[src/rtl/gcc_pkg.sv]
// Types, codes and calendar tables for the Gregorian calendar counter.
// Stand-alone package; used by every module in rtl/.
package gcc_pkg;

   typedef enum logic [1:0] {
      MODE_QUERY = 2'd0,
      MODE_LOAD  = 2'd1,
      MODE_NEXT  = 2'd2,
      MODE_PREV  = 2'd3
   } mode_type;

   typedef enum logic [1:0] {
      ST_OK       = 2'd0,
      ST_BAD_LOAD = 2'd1,
      ST_LIMIT    = 2'd2
   } status_type;

   localparam int YEAR_W  = 14;
   localparam int MONTH_W = 4;
   localparam int DAY_W   = 5;
   localparam int WDAY_W  = 3;
   localparam int YLO_W   = 7;

   // floor(p / 100) for p < 2^14: (p * 5243) >> 19
   localparam int DIV100_MUL   = 5243;
   localparam int DIV100_SHIFT = 19;
   // floor(t / 7) for t < 2^15: (t * 37450) >> 18
   localparam int DIV7_MUL     = 37450;
   localparam int DIV7_SHIFT   = 18;

   localparam int QUEUE_DEPTH  = 4;

   typedef struct packed {
      mode_type             mode;
      logic                 load_ok;
      logic [YEAR_W-1:0]    year;
      logic [MONTH_W-1:0]   month;
      logic [DAY_W-1:0]     day;
      logic [WDAY_W-1:0]    weekday;
      logic [YLO_W-1:0]     year_lo;   // year mod 100
      logic [1:0]           cent;      // (year / 100) mod 4
   } cmd_type;

   typedef struct packed {
      logic [YEAR_W-1:0]    year;
      logic [MONTH_W-1:0]   month;
      logic [DAY_W-1:0]     day;
      logic [WDAY_W-1:0]    weekday;
      status_type           status;
   } rslt_type;

   function automatic logic [DAY_W-1:0] month_len(input logic [MONTH_W-1:0] m,
                                                  input logic leap);
      logic [DAY_W-1:0] len;
      unique case (m)
         4'd1, 4'd3, 4'd5, 4'd7, 4'd8, 4'd10, 4'd12: len = 5'd31;
         4'd4, 4'd6, 4'd9, 4'd11:                     len = 5'd30;
         4'd2:                                        len = leap ? 5'd29 : 5'd28;
         default:                                     len = 5'd0;
      endcase
      return len;
   endfunction

   // days in the months before m, common year
   function automatic logic [8:0] days_before(input logic [MONTH_W-1:0] m);
      logic [8:0] n;
      unique case (m)
         4'd2:    n = 9'd31;
         4'd3:    n = 9'd59;
         4'd4:    n = 9'd90;
         4'd5:    n = 9'd120;
         4'd6:    n = 9'd151;
         4'd7:    n = 9'd181;
         4'd8:    n = 9'd212;
         4'd9:    n = 9'd243;
         4'd10:   n = 9'd273;
         4'd11:   n = 9'd304;
         4'd12:   n = 9'd334;
         default: n = 9'd0;
      endcase
      return n;
   endfunction

endpackage

[src/rtl/gregorian_calendar_counter.sv]
// Gregorian calendar counter with weekday: top level.
// Depends on gcc_pkg, gcc_front, gcc_queue, gcc_back.
//
//   channel   dir   beat
//   req_*     in    tuser = mode, tdata = load year/month/day
//   rsp_*     out   tuser = status, tdata = year/month/day/weekday
//
// One beat per cycle sustained while rsp_tready holds; after acceptance a request
// passes two more front stages, the queue write and the engine to the response register.
// The date engine applies one command per cycle while responses are taken; the
// front end and a four-entry queue absorb response stalls before req_tready drops.
// Reset is synchronous; the date comes up as 0001-01-01 (Monday).
module gregorian_calendar_counter import gcc_pkg::*; #(
   parameter int MAX_YEAR = 9999
) (
   input  logic        clock,
   input  logic        reset,
   input  logic        req_tvalid,
   output logic        req_tready,
   input  logic [23:0] req_tdata,   // load_year[13:0], load_month[17:14], load_day[22:18]
   input  logic [1:0]  req_tuser,   // mode
   output logic        rsp_tvalid,
   input  logic        rsp_tready,
   output logic [31:0] rsp_tdata,   // cur_year, cur_month, cur_day, weekday[25:23]
   output logic [1:0]  rsp_tuser    // status
);

   logic     push_valid, push_ready;
   cmd_type  push_cmd;
   logic     pop_valid, pop_ready;
   cmd_type  pop_cmd;
   rslt_type rsp;

   gcc_front #(.MAX_YEAR(MAX_YEAR)) u_front (
      .clock      (clock),
      .reset      (reset),
      .req_tvalid (req_tvalid),
      .req_tready (req_tready),
      .req_tdata  (req_tdata),
      .req_tuser  (req_tuser),
      .push_valid (push_valid),
      .push_ready (push_ready),
      .push_cmd   (push_cmd)
   );

   gcc_queue u_queue (
      .clock      (clock),
      .reset      (reset),
      .push_valid (push_valid),
      .push_ready (push_ready),
      .push_cmd   (push_cmd),
      .pop_valid  (pop_valid),
      .pop_ready  (pop_ready),
      .pop_cmd    (pop_cmd)
   );

   gcc_back #(.MAX_YEAR(MAX_YEAR)) u_back (
      .clock      (clock),
      .reset      (reset),
      .pop_valid  (pop_valid),
      .pop_ready  (pop_ready),
      .pop_cmd    (pop_cmd),
      .rsp_tvalid (rsp_tvalid),
      .rsp_tready (rsp_tready),
      .rsp        (rsp)
   );

   assign rsp_tdata = {6'd0, rsp.weekday, rsp.day, rsp.month, rsp.year};
   assign rsp_tuser = rsp.status;

   a_date_sane: assert property (@(posedge clock) disable iff (reset)
      rsp_tvalid |-> (rsp.year != 14'd0) && (rsp.year <= 14'(MAX_YEAR)) &&
                     (rsp.month >= 4'd1) && (rsp.month <= 4'd12) && (rsp.day != 5'd0))
      else $error("response date out of range");

   a_wday_range: assert property (@(posedge clock) disable iff (reset)
      rsp_tvalid |-> (rsp.weekday <= 3'd6))
      else $error("weekday out of range");

   a_limit_holds: assert property (@(posedge clock) disable iff (reset)
      (pop_valid && pop_ready && rsp_tvalid) ##1 (rsp.status == ST_LIMIT) |->
         (rsp.year == $past(rsp.year)) && (rsp.day == $past(rsp.day)))
      else $error("date moved on a limit step");

endmodule

[src/rtl/gcc_front.sv]
// Front end: accepts request beats, checks load dates and works out
// their weekday over three stages. Depends on gcc_pkg.
module gcc_front import gcc_pkg::*; #(
   parameter int MAX_YEAR = 9999
) (
   input  logic        clock,
   input  logic        reset,
   input  logic        req_tvalid,
   output logic        req_tready,
   input  logic [23:0] req_tdata,
   input  logic [1:0]  req_tuser,
   output logic        push_valid,
   input  logic        push_ready,
   output cmd_type     push_cmd
);

   logic advance;

   logic               a_valid_ff;
   mode_type           a_mode_ff;
   logic [YEAR_W-1:0]  a_year_ff;
   logic [MONTH_W-1:0] a_month_ff;
   logic [DAY_W-1:0]   a_day_ff;

   logic               b_valid_ff;
   mode_type           b_mode_ff;
   logic [YEAR_W-1:0]  b_year_ff;
   logic [MONTH_W-1:0] b_month_ff;
   logic [DAY_W-1:0]   b_day_ff;
   logic [YEAR_W-1:0]  b_p_ff;
   logic [7:0]         b_qp_ff;

   logic               c_valid_ff;
   mode_type           c_mode_ff;
   logic               c_ok_ff;
   logic [YEAR_W-1:0]  c_year_ff;
   logic [MONTH_W-1:0] c_month_ff;
   logic [DAY_W-1:0]   c_day_ff;
   logic [14:0]        c_total_ff;
   logic [YLO_W-1:0]   c_ylo_ff;
   logic [1:0]         c_cent_ff;

   logic [YEAR_W-1:0]  a_p;
   logic [26:0]        a_prod;
   logic [YLO_W-1:0]   b_r;
   logic               b_cent_hit;
   logic               b_leap;
   logic [DAY_W-1:0]   b_mlen;
   logic               b_ok;
   logic [14:0]        b_total;
   logic [30:0]        c_prod;
   logic [12:0]        c_q7;
   logic [WDAY_W-1:0]  c_wday;

   assign advance    = !c_valid_ff || push_ready;
   assign req_tready = advance;

   // stage a -> b: p = year - 1, p / 100
   assign a_p    = a_year_ff - 14'd1;
   assign a_prod = 27'(a_p) * 27'(DIV100_MUL);

   // stage b -> c: leap, validity, day count since epoch (mod 7 later)
   assign b_r        = 7'(b_p_ff - 14'(b_qp_ff) * 14'd100);
   assign b_cent_hit = (b_r == 7'd99);
   assign b_leap     = ((b_year_ff[1:0] == 2'd0) && !b_cent_hit) ||
                       (b_cent_hit && (b_qp_ff[1:0] == 2'b11));
   assign b_mlen     = month_len(b_month_ff, b_leap);
   assign b_ok       = (b_year_ff != 14'd0) && (b_year_ff <= 14'(MAX_YEAR)) &&
                       (b_month_ff >= 4'd1) && (b_month_ff <= 4'd12) &&
                       (b_day_ff >= 5'd1) && (b_day_ff <= b_mlen);
   assign b_total    = 15'(b_p_ff) + 15'(b_p_ff >> 2) - 15'(b_qp_ff) +
                       15'(b_qp_ff >> 2) + 15'(days_before(b_month_ff)) +
                       15'(b_leap && (b_month_ff > 4'd2)) + 15'(b_day_ff);

   // stage c: weekday = total mod 7
   assign c_prod = 31'(c_total_ff) * 31'(DIV7_MUL);
   assign c_q7   = 13'(c_prod >> DIV7_SHIFT);
   assign c_wday = 3'(c_total_ff - 15'(c_q7) * 15'd7);

   always_ff @(posedge clock) begin
      if (reset) begin
         a_valid_ff <= 1'b0;
         b_valid_ff <= 1'b0;
         c_valid_ff <= 1'b0;
      end else if (advance) begin
         a_valid_ff <= req_tvalid;
         b_valid_ff <= a_valid_ff;
         c_valid_ff <= b_valid_ff;
      end
   end

   always_ff @(posedge clock) begin
      if (advance) begin
         a_mode_ff  <= mode_type'(req_tuser);
         a_year_ff  <= req_tdata[13:0];
         a_month_ff <= req_tdata[17:14];
         a_day_ff   <= req_tdata[22:18];

         b_mode_ff  <= a_mode_ff;
         b_year_ff  <= a_year_ff;
         b_month_ff <= a_month_ff;
         b_day_ff   <= a_day_ff;
         b_p_ff     <= a_p;
         b_qp_ff    <= 8'(a_prod >> DIV100_SHIFT);

         c_mode_ff  <= b_mode_ff;
         c_ok_ff    <= b_ok;
         c_year_ff  <= b_year_ff;
         c_month_ff <= b_month_ff;
         c_day_ff   <= b_day_ff;
         c_total_ff <= b_total;
         c_ylo_ff   <= b_cent_hit ? 7'd0 : b_r + 7'd1;
         c_cent_ff  <= b_qp_ff[1:0] + 2'(b_cent_hit);
      end
   end

   assign push_valid       = c_valid_ff;
   assign push_cmd.mode    = c_mode_ff;
   assign push_cmd.load_ok = c_ok_ff;
   assign push_cmd.year    = c_year_ff;
   assign push_cmd.month   = c_month_ff;
   assign push_cmd.day     = c_day_ff;
   assign push_cmd.weekday = c_wday;
   assign push_cmd.year_lo = c_ylo_ff;
   assign push_cmd.cent    = c_cent_ff;

endmodule

[src/rtl/gcc_queue.sv]
// Short command queue between front end and date engine.
// Depends on gcc_pkg.
module gcc_queue import gcc_pkg::*; (
   input  logic    clock,
   input  logic    reset,
   input  logic    push_valid,
   output logic    push_ready,
   input  cmd_type push_cmd,
   output logic    pop_valid,
   input  logic    pop_ready,
   output cmd_type pop_cmd
);

   localparam int PTR_W = $clog2(QUEUE_DEPTH);

   cmd_type            mem_ff [QUEUE_DEPTH];
   logic [PTR_W-1:0]   wr_ptr_ff, wr_ptr_in;
   logic [PTR_W-1:0]   rd_ptr_ff, rd_ptr_in;
   logic [PTR_W:0]     count_ff, count_in;
   logic               do_push, do_pop;

   assign push_ready = (count_ff != (PTR_W+1)'(QUEUE_DEPTH));
   assign pop_valid  = (count_ff != '0);
   assign do_push    = push_valid && push_ready;
   assign do_pop     = pop_valid && pop_ready;
   assign pop_cmd    = mem_ff[rd_ptr_ff];

   always_comb begin
      wr_ptr_in = do_push ? wr_ptr_ff + 1'b1 : wr_ptr_ff;
      rd_ptr_in = do_pop  ? rd_ptr_ff + 1'b1 : rd_ptr_ff;
      count_in  = count_ff + (PTR_W+1)'(do_push) - (PTR_W+1)'(do_pop);
   end

   always_ff @(posedge clock) begin
      if (reset) begin
         wr_ptr_ff <= '0;
         rd_ptr_ff <= '0;
         count_ff  <= '0;
      end else begin
         wr_ptr_ff <= wr_ptr_in;
         rd_ptr_ff <= rd_ptr_in;
         count_ff  <= count_in;
      end
   end

   always_ff @(posedge clock) begin
      if (do_push) begin
         mem_ff[wr_ptr_ff] <= push_cmd;
      end
   end

endmodule

[src/rtl/gcc_back.sv]
// Date engine: holds the date and weekday, applies one command per cycle unless the
// response is stalled, and drives the response register. Depends on gcc_pkg.
module gcc_back import gcc_pkg::*; #(
   parameter int MAX_YEAR = 9999
) (
   input  logic     clock,
   input  logic     reset,
   input  logic     pop_valid,
   output logic     pop_ready,
   input  cmd_type  pop_cmd,
   output logic     rsp_tvalid,
   input  logic     rsp_tready,
   output rslt_type rsp
);

   logic [YEAR_W-1:0]  year_ff, year_in;
   logic [MONTH_W-1:0] month_ff, month_in;
   logic [DAY_W-1:0]   day_ff, day_in;
   logic [WDAY_W-1:0]  wday_ff, wday_in;
   logic [YLO_W-1:0]   ylo_ff, ylo_in;
   logic [1:0]         cent_ff, cent_in;
   status_type         status_ff, status_in;
   logic               valid_ff, valid_in;

   logic               take;
   logic               leap;
   logic [DAY_W-1:0]   mlen;
   logic [WDAY_W-1:0]  wday_up, wday_dn;

   assign pop_ready = !valid_ff || rsp_tready;
   assign take      = pop_valid && pop_ready;
   assign leap      = ((ylo_ff[1:0] == 2'd0) && (ylo_ff != 7'd0)) ||
                      ((ylo_ff == 7'd0) && (cent_ff == 2'd0));
   assign mlen      = month_len(month_ff, leap);
   assign wday_up   = (wday_ff == 3'd6) ? 3'd0 : wday_ff + 3'd1;
   assign wday_dn   = (wday_ff == 3'd0) ? 3'd6 : wday_ff - 3'd1;

   always_comb begin
      year_in   = year_ff;
      month_in  = month_ff;
      day_in    = day_ff;
      wday_in   = wday_ff;
      ylo_in    = ylo_ff;
      cent_in   = cent_ff;
      status_in = status_ff;
      valid_in  = take ? 1'b1 : (rsp_tready ? 1'b0 : valid_ff);
      if (take) begin
         status_in = ST_OK;
         unique case (pop_cmd.mode)
            MODE_QUERY: begin
            end
            MODE_LOAD: begin
               if (pop_cmd.load_ok) begin
                  year_in  = pop_cmd.year;
                  month_in = pop_cmd.month;
                  day_in   = pop_cmd.day;
                  wday_in  = pop_cmd.weekday;
                  ylo_in   = pop_cmd.year_lo;
                  cent_in  = pop_cmd.cent;
               end else begin
                  status_in = ST_BAD_LOAD;
               end
            end
            MODE_NEXT: begin
               if ((year_ff >= 14'(MAX_YEAR)) && (month_ff == 4'd12) &&
                   (day_ff == 5'd31)) begin
                  status_in = ST_LIMIT;
               end else begin
                  wday_in = wday_up;
                  if (day_ff < mlen) begin
                     day_in = day_ff + 5'd1;
                  end else begin
                     day_in = 5'd1;
                     if (month_ff < 4'd12) begin
                        month_in = month_ff + 4'd1;
                     end else begin
                        month_in = 4'd1;
                        year_in  = year_ff + 14'd1;
                        if (ylo_ff == 7'd99) begin
                           ylo_in  = 7'd0;
                           cent_in = cent_ff + 2'd1;
                        end else begin
                           ylo_in = ylo_ff + 7'd1;
                        end
                     end
                  end
               end
            end
            MODE_PREV: begin
               if ((year_ff <= 14'd1) && (month_ff == 4'd1) && (day_ff == 5'd1)) begin
                  status_in = ST_LIMIT;
               end else begin
                  wday_in = wday_dn;
                  if (day_ff > 5'd1) begin
                     day_in = day_ff - 5'd1;
                  end else if (month_ff > 4'd1) begin
                     month_in = month_ff - 4'd1;
                     day_in   = month_len(month_ff - 4'd1, leap);
                  end else begin
                     month_in = 4'd12;
                     day_in   = 5'd31;
                     year_in  = year_ff - 14'd1;
                     if (ylo_ff == 7'd0) begin
                        ylo_in  = 7'd99;
                        cent_in = cent_ff - 2'd1;
                     end else begin
                        ylo_in = ylo_ff - 7'd1;
                     end
                  end
               end
            end
            default: begin
            end
         endcase
      end
   end

   // reset date 0001-01-01, a Monday
   always_ff @(posedge clock) begin
      if (reset) begin
         year_ff   <= 14'd1;
         month_ff  <= 4'd1;
         day_ff    <= 5'd1;
         wday_ff   <= 3'd1;
         ylo_ff    <= 7'd1;
         cent_ff   <= 2'd0;
         status_ff <= ST_OK;
         valid_ff  <= 1'b0;
      end else begin
         year_ff   <= year_in;
         month_ff  <= month_in;
         day_ff    <= day_in;
         wday_ff   <= wday_in;
         ylo_ff    <= ylo_in;
         cent_ff   <= cent_in;
         status_ff <= status_in;
         valid_ff  <= valid_in;
      end
   end

   assign rsp_tvalid  = valid_ff;
   assign rsp.year    = year_ff;
   assign rsp.month   = month_ff;
   assign rsp.day     = day_ff;
   assign rsp.weekday = wday_ff;
   assign rsp.status  = status_ff;

endmodule
[config.mk]
export PLATFORM = sky130hd
export DESIGN_NAME = gregorian_calendar_counter
export DESIGN_NICKNAME = d
export VERILOG_FILES = /design/src/rtl/gcc_pkg.sv /design/src/rtl/gregorian_calendar_counter.sv /design/src/rtl/gcc_front.sv /design/src/rtl/gcc_queue.sv /design/src/rtl/gcc_back.sv
export SDC_FILE = /design/constraint.sdc
export NUM_CORES = 1
export LEC_CHECK = 0
export ABC_CLOCK_PERIOD_IN_PS = 16700
export BUFFER_PORTS_ARGS = -buffer_cell sky130_fd_sc_hd__buf_2
export CAP_MARGIN = 20
export CORE_MARGIN = 10
export CORE_UTILIZATION = 25
export CTS_BUF_LIST = sky130_fd_sc_hd__clkbuf_16
export CTS_CLUSTER_DIAMETER = 30
export DETAILED_ROUTE_END_ITERATION = 12
export PLACE_DENSITY_LB_ADDON = 0.08
export SYNTH_ARGS = -nofsm -noshare
export SYNTH_HDL_FRONTEND = slang
export SYNTH_SLANG_ARGS = --single-unit
[constraint.sdc]
create_clock -name clock -period 16.7 [get_ports clock]
set_input_delay 1.67 -clock clock [delete_from_list [all_inputs] [get_ports clock]]
set_output_delay 1.67 -clock clock [all_outputs]
set_load 0.005 [all_outputs]
==> summary.log, run 1 <==
[outcome] status finished clean
[floorplan] height of the chip 313 microns
[cts] total number of clock tree sinks 333
[cts] TritonCTS clock tree built
[sta] Final Hold Fails 0
[cts] Clock Tree Buf Depth 3
[global_route] global route total overflow 0
[layout] final-layout fill cell count 8651
[worst_setup_path] classification of the worst setup path register to register
[floorplan] chip width 313 microns
[place] weighted congestion reported at the end of routability-driven placement 0.782
[synth] dominant register cell in the synthesized netlist edfxtp_1
[layout] post-layout net count 2315
[floorplan] effective utilization at floorplan 25.2%
[detailed_routing] Post-DRT Antenna Nets 0
[hold_path] Tightest Hold Check Type register to register
[sta] Setup Skew 0.0507 ns
[global_route] wire length of the first global-routing pass 86.1 mm
[layout] leading cell types in the layout, fill and taps excluded inv_1 (286), edfxtp_1 (274), ha_1 (250)
[synth] instance count of the mapped netlist 1793
[layout] ratio of cells with drive above 1 in the final layout 14.4%
[place] cell total after placement 2964
[hold_path] Hold Path Stages 0
[worst_setup_path] CP Launch Type register
[sta] final-report setup violation count 0
[place] hpwl dp 39.2 mm
[worst_setup_path] data arrival time of the worst path 7.77 ns
[layout] Area growth, synth to finish 22.5%
[floorplan] placeable core area 0.0853 sq mm
[layout] most common library cell in the layout ignoring fill and taps inv_1
[job] reported max-cap violation count 0
[sta] Total Negative Setup Slacks 0 ns
[worst_setup_path] critical-path cell with the highest stage delay fa_1
[cts] Resized Gates After CTS 0
[place] count of port buffers added during placement 58
[cts] clock-pin slew on the worst setup and hold paths 0.04 ns
[layout] non-filler instance count after layout 3138
[worst_setup_path] peak per-stage delay on the critical path 0.55 ns
[synth] EDFF count, synth 274
[sta] post-route fraction of the period consumed by the critical path 44.5%
[layout] post-route cell area 0.0263 sq mm
[detailed_routing] average wire per standard cell 17.2 microns
[sta] Fin Hold WS 0.416 ns
[detailed_routing] first-iteration detailed-routing DRC count 656
[worst_setup_path] R2R depth 23
[synth] flip-flop and latch count after synthesis 333
[synth] cell area after synthesis 0.0215 sq mm
[worst_setup_path] sequence of cells on the critical path inv_1 > ha_1 > nand4bb_1 > or3_1 > xnor2_1 > inv_1 > fa_1 > inv_1 > ha_1 > fa_1 > fa_1 > inv_1 > fa_1 > inv_1 > ha_1 > a21o_1 > a21oi_1 > nor3b_1 > or4_1 > a21oi_1 > or3_1 > a21o_1 > xor2_1
[synth] post-synthesis async set-or-reset flop share 0%
[detailed_routing] count of unresolved DRC violations after routing 0
[sta] Final Critical Period 7.43 ns
[worst_setup_path] start point of the critical path u_front.a_year_ff[0]
[cts] Skew-Pair Late Insertion Delay 0.63 ns
[worst_setup_path] family with the most delay on the worst path adder cells
[detailed_routing] first-pass iteration count of the detailed router 5
[worst_setup_path] R2R Setup Slk 9.27 ns
[synth] total number of yosys warnings 0
[worst_setup_path] cell with the most instances on the worst path inv_1
[global_route] pin count of the biggest net entering global routing 60
[sta] worst relative slew slack 34.8%
[worst_setup_path] number of buffers and inverters on the critical path 5
[synth] number of different library cells in the post-synthesis netlist 79
[global_route] via count of the first global-routing pass 14700
[synth] sequential-to-total area share from yosys stat 43.7%
[cts] Max H-tree Level 3
[sta] Tightest Pin Transition 0.974 ns
[floorplan] num ports 66
[cts] Num CTS Buffers 94
[place] cell area after placement 0.0232 sq mm
[cts] Setup Buffers After CTS 0
[sta] unrepaired setup endpoints after global routing no
[detailed_routing] via count 13500
[cts] cell at the root of the clock tree clkbuf_16
[worst_setup_path] type of destination of the critical path register
[worst_setup_path] largest fanout on the critical path 7
[global_route] total global routing track utilization 11.2%
[layout] n_diodes 0
[worst_setup_path] number of stages on the worst setup path 23
[worst_setup_path] data required time at the worst endpoint 17.04 ns
[synth] syn avg cell area 12.0 sq um
[cts] hold buffer count at cts 0
[floorplan] Cell Rows 107
[detailed_routing] vias per cell 4.31
[worst_setup_path] reg2reg start u_front.a_year_ff[0]
[global_route] initial antenna violation count 1
[sta] number of pins exceeding their max-slew limit in the final report 0
[floorplan] overall die area 0.0982 sq mm
[sta] fmax 0.135 GHz
[detailed_routing] total length of routed wires 53.8 mm
[worst_setup_path] terminus of the critical flop-to-flop path u_front.b_qp_ff[6]
[worst_setup_path] worst setup path end u_front.b_qp_ff[6]
==> final cells by class <==
class	count	area [sq um]	area share, %
sequential	333	9410	35.7
clock inverter	80	833	3.16
inverter	266	1000	3.81
timing repair buffer	79	460	1.75
tap	1144	1430	5.43
clock buffer	94	2350	8.93
multi-input combinational	1142	10900	41.2
==> layer usage <==
layer / up-vias / GRT usage [%] / wire length (microns)
met5: - / 0 / 0
met4: 0 / 3.88 / 1330
met3: 95 / 2.05 / 1660
met2: 206 / 18.4 / 25700
met1: 6612 / 14.6 / 25100
li1: 6617 / - / -
==> flip-flops by register name, indices dropped and copies added (netlist names), 4 cells and up, named ones only <==
| signal | flops |
|---|---|
| u_back.year_ff | 14 |
| u_back.ylo_ff | 7 |
| u_front.c_month_ff | 4 |
| u_front.c_ylo_ff | 7 |
| u_front.c_year_ff | 14 |
| u_back.month_ff | 4 |
| u_back.day_ff | 5 |
| u_front.b_year_ff | 14 |
| u_front.b_day_ff | 5 |
| u_front.b_p_ff | 14 |
| u_front.c_total_ff | 15 |
| u_front.a_year_ff | 14 |
| u_queue.mem_ff | 152 |
| u_front.b_qp_ff | 8 |
| u_front.a_month_ff | 4 |
| u_front.b_month_ff | 4 |
| u_front.c_day_ff | 5 |
| u_front.a_day_ff | 5 |
==> cells by family after synthesis <==
kind of cell | share of synthesized area (%)
AOI/OAI and AO/OA | 8.42
DFF | 43.7
other | 0.0174
xor gates and xnor gates | 3.30
adders and majority gates | 25.6
and+or+nand+nor | 8.00
buffers and inverters | 5.92
muxes | 5.00
==> synthesized netlist by cell type, types with 9 or more instances <==
cell,number,area share (%)
o211ai_1,14,0.49
a21oi_1,87,2.0
mux4_2,38,4.0
xor2_1,28,1.1
xnor2_1,53,2.2
a21o_1,16,0.56
edfxtp_1,274,38
clkbuf_1,30,0.52
buf_2,9,0.21
nor4_1,12,0.35
nor3_1,35,0.81
or3_1,9,0.26
inv_1,266,4.6
dfxtp_1,59,5.5
o21ai_0,55,1.3
a31oi_1,10,0.29
o21bai_1,9,0.31
a211oi_1,10,0.35
nand2_1,90,1.6
nand3_1,29,0.67
mux2i_1,14,0.65
nor2_1,104,1.8
ha_1,250,15
fa_1,119,11
==> stage by stage <==
stage / util (%) / worst slack, ns
after floorplan: - / 10.15
after global placement: 27.1 / 9.06
after detailed placement: 27.2 / 9.16
after CTS: 30.9 / 9.09
after global routing: 30.9 / 8.58
final: 30.9 / 9.27
==> how the worst min path moves through the flow <==
stage	startpoint	to	slack, ns
3_5_place_dp	u_front.a_mode_ff[0]	u_front.b_mode_ff[0]	0.41
5_1_grt	u_front.b_mode_ff[0]	u_front.c_mode_ff[0]	0.42
3_3_place_gp	u_front.a_mode_ff[0]	u_front.b_mode_ff[0]	0.40
6_report	u_front.b_mode_ff[0]	u_front.c_mode_ff[0]	0.42
2_1_floorplan	u_front.a_day_ff[0]	u_front.b_day_ff[0]	0.40
4_1_cts	u_front.b_mode_ff[0]	u_front.c_mode_ff[0]	0.42
Power of run 1 is not shown: default switching activity piles up to over one toggle a cycle in this logic, so the estimate is an artifact.
==> inputs of run 2 (changes only) <==
Settings changed: ABC_AREA set to 1, ABC_CLOCK_PERIOD_IN_PS 16700 to 6200.
Clock period 16.7 ns to 6.2 ns, I/O delays scaled along.
==> run 2 against run 1 <==
  * Design area up 4.7%
  * Via count up 17%
  * Hold slack worse by 0.25 ns
  * Sequential share of layout area down 1.6 points
==> summary.log, run 2 <==
[synth] instance count of the mapped netlist 2266 [+26%]
[layout] area of the multi-input gates 0.0114 sq mm [+4.6%]
[layout] max reg flops 152 [unchanged]
[worst_setup_path] type of destination of the critical path register
[worst_setup_path] data arrival time of the worst path 6.32 ns [-1.45 ns]
[global_route] wire length of the first global-routing pass 95.7 mm [+11%]
[synth] most area-hungry cell type in the Yosys netlist edfxtp_1
[place] count of port buffers added during placement 58 [unchanged]
[cts] Skew-Pair Late Insertion Delay 0.63 ns [about the same]
[floorplan] placeable core area 0.0882 sq mm [+3.5%]
[cts] hold buffer count at cts 0 [unchanged]
[place] hpwl dp 45.3 mm [+16%]
[cts] cell at the root of the clock tree clkbuf_16
[worst_setup_path] family with the most delay on the worst path adder cells
[layout] ratio of cells with drive above 1 in the final layout 13.8% [-0.63 points]
[cts] Max H-tree Level 3 [unchanged]
[sta] Final Critical Period 5.87 ns [-1.56 ns]
[synth] dominant register cell in the synthesized netlist edfxtp_1
[detailed_routing] first-iteration detailed-routing DRC count 720 [+9.8%]
[sta] worst-case setup margin in the final layout 0.328 ns [-8.94 ns]
[floorplan] num ports 66 [unchanged]
[floorplan] height of the chip 318 microns [+1.5%]
[floorplan] Cell Rows 109 [+1.9%]
[worst_setup_path] CP Launch Type register
[synth] total number of yosys warnings 0 [unchanged]
[layout] Largest Register u_queue.mem_ff
[worst_setup_path] critical-path cell with the highest stage delay fa_1
[sta] post-route fraction of the period consumed by the critical path 94.7% [+50 points]
[synth] cell area after synthesis 0.0222 sq mm [+3.3%]
[layout] post-layout net count 2830 [+22%]
[synth] number of different library cells in the post-synthesis netlist 55 [-30%]
[global_route] total global routing track utilization 11.9% [+0.77 points]
[hold_path] Tightest Hold Check Type primary input to register
[sta] worst relative slew slack 44.1% [+9.2 points]
[sta] Tightest Pin Transition 0.839 ns [-0.135 ns]
[cts] total number of clock tree sinks 333 [unchanged]
[detailed_routing] via count 15800 [+17%]
[sta] final-report setup violation count 0 [unchanged]
[synth] post-synthesis async set-or-reset flop share 0% [unchanged]
[floorplan] chip width 318 microns [+1.5%]
[sta] Final Hold Fails 0 [unchanged]
[sta] Setup Skew 0.0436 ns [-0.00717 ns]
[detailed_routing] vias per cell 4.30 [-0.31%]
[global_route] global route total overflow 0 [unchanged]
[cts] Num CTS Buffers 91 [-3.2%]
[worst_setup_path] peak per-stage delay on the critical path 0.54 ns [about the same]
[worst_setup_path] sequence of cells on the critical path ha_4 > inv_1 > fa_2 > fa_1 > inv_1 > fa_1 > fa_1 > ha_1 > nand2_2 > nor2_1 > a221oi_1 > nand2_1 > xor2_1 > inv_1 > ha_1 > inv_1 > fa_1 > xnor2_2 > xnor2_1 > xnor2_1 > xnor2_1 > xor2_2
[global_route] pin count of the biggest net entering global routing 75 [+25%]
[layout] Area growth, synth to finish 24.1%
[place] weighted congestion reported at the end of routability-driven placement 0.829 [+6.1%]
[layout] final-layout fill cell count 9110 [+5.3%]
[detailed_routing] total length of routed wires 60.6 mm [+13%]
[place] pre-CTS setup slack 0.0657 ns [-9.10 ns]
[floorplan] overall die area 0.101 sq mm [+3.1%]
[layout] leading cell types in the layout, fill and taps excluded inv_1 (379), nand2_1 (331), edfxtp_1 (274)
[detailed_routing] count of unresolved DRC violations after routing 0 [unchanged]
[layout] share of the core filled with cells in the final layout 31.2% [+0.35 points]
[synth] syn avg cell area 9.80 sq um [-18%]
[cts] clock-pin slew on the worst setup and hold paths 0.05 ns [about the same]
[global_route] initial antenna violation count 0 [-1]
[layout] most common library cell in the layout ignoring fill and taps inv_1
[synth] area share of the largest cell type after synthesis 37.0% [-1.2 points]
[global_route] via count of the first global-routing pass 16500 [+12%]
[floorplan] effective utilization at floorplan 25.2% [-0.049 points]
[worst_setup_path] number of buffers and inverters on the critical path 4 [-1]
[layout] non-filler instance count after layout 3672 [+17%]
[detailed_routing] average wire per standard cell 16.5 microns [-3.8%]
[job] reported max-cap violation count 0 [unchanged]
[cts] TritonCTS clock tree built
[synth] top cells by count, synth inv_1 (373), nand2_1 (334), edfxtp_1 (274), ha_1 (250), nor2_1 (202)
[layout] top flop regs u_queue.mem_ff (152), u_front.c_total_ff (15)
[sta] fmax 0.170 GHz [+27%]
[synth] cell types with the largest area share after synthesis edfxtp_1 (37%), ha_1 (14%), fa_1 (11%)
[worst_setup_path] largest fanout on the critical path 5 [-2]
[synth] flip-flop and latch count after synthesis 333 [unchanged]
[layout] Sequential Area 0.00941 sq mm [about the same]
[detailed_routing] first-pass iteration count of the detailed router 7 [+2]
[sta] number of pins exceeding their max-slew limit in the final report 0 [unchanged]
[cts] Clock Tree Buf Depth 3 [unchanged]
[detailed_routing] Post-DRT Antenna Nets 0 [unchanged]
[outcome] status finished clean
[worst_setup_path] data required time at the worst endpoint 6.65 ns [-10.39 ns]
[worst_setup_path] classification of the worst setup path register to register
[synth] cell with the most instances after synthesis inv_1
[synth] EDFF count, synth 274 [unchanged]
[place] cell total after placement 3496 [+18%]
[synth] sequential-to-total area share from yosys stat 42.4% [-1.4 points]
run 2: cell count changes after synthesis, moves of 20 or more:
| cell | delta |
|---|---|
| xnor2_1 | -27 |
| a21oi_1 | +34 |
| nor2_2 | +21 |
| nor2_1 | +98 |
| o21ai_0 | +56 |
| nand3_1 | +57 |
| mux4_2 | -38 |
| o22ai_1 | +20 |
| xor2_1 | +24 |
| nand2_1 | +244 |
| inv_1 | +107 |
run 2: layout make-up:
type / instances / share of cell area [%]
Multi-Input combinational cell: 1501 / 41.2
Sequential cell: 333 / 34.1
Antenna cell: 1 / 0.00908
Timing Repair Buffer: 121 / 2.77
Clock buffer: 91 / 8.26
Clock inverter: 77 / 3.14
Inverter: 383 / 5.23
Tap cell: 1165 / 5.29
run 2: final timing paths:
kind	from	end	slack (ns)	depth (start not counted)
setup / recovery	u_front.c_total_ff[3]	u_queue.mem_ff[2][11]	0.33	22
hold / removal	req_tdata[19]	u_front.a_day_ff[1]	0.16	1
setup reg to reg	u_front.c_total_ff[3]	u_queue.mem_ff[2][11]	0.33	22
hold reg to reg	u_front.a_day_ff[1]	u_front.b_day_ff[1]	0.41	0
run 2: timing repair:
action	in CTS	in global routing
resized for setup	0	34
endpoints found under the setup margin	0	12
buffers inserted	0	6
run 2: stage by stage:
| stage | hold slack, ns | TNS, ns | instance area (sq um) |
|---|---|---|---|
| global placement | 0.406 | 0 | 24200 |
| floorplan | 0.400 | 0 | 22200 |
| CTS | 0.114 | 0 | 27300 |
| detailed placement | 0.405 | 0 | 24200 |
| global route | 0.123 | -0.0207 | 27600 |
| finish | 0.162 | 0 | 27600 |
run 2: routing by layer:
metal	share of wire (%)	vias up	GRT usage (%)
met4	2.5	0	3.71
met5	0	-	0
met1	46	7534	15.2
li1	-	7868	-
met3	3.4	117	2.26
met2	48	265	20.2
run 2: cell families (layout without fill, tap and decap cells):
kind of cell,Yosys count,count (layout),share of synthesized area (%)
simple gates,737,737,14.3
buf+inv,437,672,7.67
other cells,1,7,0.0169
xor+xnor,78,78,3.08
fa+ha+maj,369,369,24.8
compound gates,311,311,7.80
flops,333,333,42.4
Power of run 2 is left out for the same reason.
==> inputs of run 3 (changes only) <==
Settings changed: ABC_CLOCK_PERIOD_IN_PS 6200 to 5300, CELL_PAD_IN_SITES_DETAIL_PLACEMENT set to 1, CELL_PAD_IN_SITES_GLOBAL_PLACEMENT set to 2.
Clock period 6.2 ns to 5.3 ns, I/O delays scaled along.
==> run 3 against run 2 <==
  * The run now ends with negative setup slack left
  * Core utilization grew 2.7 points
  * Global-route usage grew 1.3 points
  * Non-clock buffer count grew 152
  * Sequential cell count is the same
  * Maximum frequency grew 4.5%
  * Hold slack lost 0.099 ns
  * Die area is the same
  * Cell count grew 4.5%
  * Clock-buffer cell count grew 8
  * First-iteration DRC count shrank 12%
  * Via count grew 5.1%
==> summary.log, run 3 (same netlist as run 2, synthesis figures left out) <==
[outcome] status finished, violations left
[outcome] violations in the final reports negative setup slack
[sta] worst relative slew slack 47.3% [+3.3 points]
[cts] Num CTS Buffers 98 [+7.7%]
[worst_setup_path] terminus of the critical flop-to-flop path u_queue.mem_ff[1][11]
[detailed_routing] count of unresolved DRC violations after routing 0 [unchanged]
[worst_setup_path] classification of the worst setup path register to register
[worst_setup_path] data required time at the worst endpoint 5.73 ns [-0.92 ns]
[worst_setup_path] largest fanout on the critical path 4 [-1]
[layout] ratio of cells with drive above 1 in the final layout 24.4% [+11 points]
[detailed_routing] Post-DRT Antenna Nets 0 [unchanged]
[global_route] global route total overflow 0 [unchanged]
[sta] fmax 0.178 GHz [+4.5%]
[sta] number of pins exceeding their max-slew limit in the final report 0 [unchanged]
[layout] post-layout net count 2989 [+5.6%]
[layout] leading cell types in the layout, fill and taps excluded inv_1 (357), nand2_1 (311), edfxtp_1 (274)
[global_route] wire length of the first global-routing pass 106 mm [+11%]
[layout] non-filler instance count after layout 3838 [+4.5%]
[sta] Final Hold Fails 0 [unchanged]
[sta] Setup Skew 0.0366 ns [-0.00697 ns]
[floorplan] height of the chip 318 microns [unchanged]
[detailed_routing] total length of routed wires 67.1 mm [+11%]
[detailed_routing] via count 16600 [+5.1%]
[detailed_routing] first-pass iteration count of the detailed router 4 [-3]
[sta] post-route fraction of the period consumed by the critical path 106% [+11 points]
[cts] total number of clock tree sinks 333 [unchanged]
[worst_setup_path] R2R Setup Slk -0.32 ns [-0.65 ns]
[global_route] total global routing track utilization 13.2% [+1.3 points]
[floorplan] Cell Rows 109 [unchanged]
[floorplan] chip width 318 microns [unchanged]
[layout] share of the core filled with cells in the final layout 33.9% [+2.7 points]
[global_route] initial antenna violation count 0 [unchanged]
[hold_path] Tightest Hold Check Type primary input to register
[worst_setup_path] reg2reg start u_front.c_total_ff[7]
[place] cell total after placement 3609 [+3.2%]
[worst_setup_path] start point of the critical path u_front.c_total_ff[7]
[place] count of port buffers added during placement 58 [unchanged]
[global_route] pin count of the biggest net entering global routing 128 [+71%]
[place] hpwl dp 50.5 mm [+11%]
[worst_setup_path] worst setup path end u_queue.mem_ff[1][11]
[sta] final-report setup violation count 11 [+11]
[cts] Clock Tree Buf Depth 3 [unchanged]
[floorplan] effective utilization at floorplan 25.2% [unchanged]
[cts] clock-pin slew on the worst setup and hold paths 0.04 ns [about the same]
[sta] unrepaired setup endpoints after global routing yes
[layout] top flop regs u_queue.mem_ff (152), u_front.c_total_ff (15)
[worst_setup_path] data arrival time of the worst path 6.05 ns [-0.27 ns]
[floorplan] overall die area 0.101 sq mm [unchanged]
[job] reported max-cap violation count 0 [unchanged]
[place] weighted congestion reported at the end of routability-driven placement 0.812 [-2.1%]
[floorplan] placeable core area 0.0882 sq mm [unchanged]
[layout] most common library cell in the layout ignoring fill and taps inv_1
[worst_setup_path] CP Launch Type register
[detailed_routing] first-iteration detailed-routing DRC count 633 [-12%]
[place] pre-CTS setup slack -0.573 ns [-0.638 ns]
[cts] TritonCTS clock tree built
[worst_setup_path] R2R depth 24 [+9.1%]
[sta] Tightest Pin Transition 0.790 ns [-0.0491 ns]
[detailed_routing] average wire per standard cell 17.5 microns [+6.0%]
[layout] Area growth, synth to finish 34.8%
[cts] Skew-Pair Late Insertion Delay 0.66 ns [+0.03 ns]
[floorplan] num ports 66 [unchanged]
[worst_setup_path] type of destination of the critical path register
[global_route] via count of the first global-routing pass 18500 [+12%]
[sta] Fin Hold WS 0.0629 ns [-0.0990 ns]
[detailed_routing] vias per cell 4.32 [+0.55%]
[sta] Final Critical Period 5.62 ns [-0.255 ns]
[layout] n_diodes 0 [-1]
[cts] Max H-tree Level 3 [unchanged]
[sta] worst-case setup margin in the final layout -0.318 ns [-0.645 ns]
[layout] Largest Register u_queue.mem_ff
[cts] cell at the root of the clock tree clkbuf_16
[layout] max reg flops 152 [unchanged]
-- run 3: stage by stage --
| stage | instance area (sq um) | TNS, ns |
|---|---|---|
| 2_1_floorplan | 22400 | -0.849 |
| 3_3_place_gp | 25200 | -4.88 |
| 3_5_place_dp | 25200 | -5.40 |
| 4_1_cts | 29500 | -2.52 |
| 5_1_grt | 29900 | -5.37 |
| 6_report | 29900 | -2.00 |
-- run 3: layer usage --
metal	vias to the layer above	part of all wire, %	GRT usage, %
met4	0	2.2	4.30
li1	8193	-	-
met1	8107	45	16.4
met5	-	0	0
met3	102	2.8	2.14
met2	186	49	22.9
-- run 3: worst min path at each step --
| stage | startpoint | end | slack, ns | cells after the start |
|---|---|---|---|---|
| finish | req_tdata[4] | u_front.a_year_ff[4] | 0.06 | 1 |
| global placement | u_front.a_day_ff[3] | u_front.b_day_ff[3] | 0.41 | 0 |
| CTS | req_tdata[4] | u_front.a_year_ff[4] | 0.02 | 1 |
| floorplan | u_front.a_day_ff[0] | u_front.b_day_ff[0] | 0.40 | 0 |
| detailed placement | u_front.b_mode_ff[0] | u_front.c_mode_ff[0] | 0.41 | 0 |
| global route | req_tuser[0] | u_front.a_mode_ff[0] | 0.03 | 1 |
-- run 3: area by class of cell --
cell class,count,area [sq um]
Timing Repair Buffer,273,1980
Multi-Input combinational cell,1501,12200
Tap cell,1165,1460
Clock inverter,84,951
Inverter,383,1450
Sequential cell,333,9410
Fill cell,9845,58300
Clock buffer,99,2480
-- run 3: worst max-delay path: stages (launching register included) --
cell and delay [ns]:
edfxtp_1 0.46, buf_6 0.18, buf_6 0.12, ha_4 0.26
ha_4 0.19, fa_1 0.48, inv_1 0.05, fa_1 0.51
inv_2 0.04, fa_2 0.58, ha_4 0.22, nand2_2 0.06
o21ai_2 0.06, a221oi_2 0.23, nand2_1 0.10, xor2_1 0.15
inv_1 0.08, ha_1 0.29, inv_2 0.04, fa_2 0.37
xnor2_2 0.14, xnor2_1 0.17, xnor2_1 0.16, xnor2_1 0.16
xor2_1 0.28
-- run 3: repair_timing --
action,4_1_cts,5_1_grt
endpoints found under the hold margin,1,0
resized for setup,121,70
pin swaps,79,70
hold buffers,1,0
setup endpoints to repair,12,12
setup buffers,29,21
Power of run 3 is left out for the same reason.
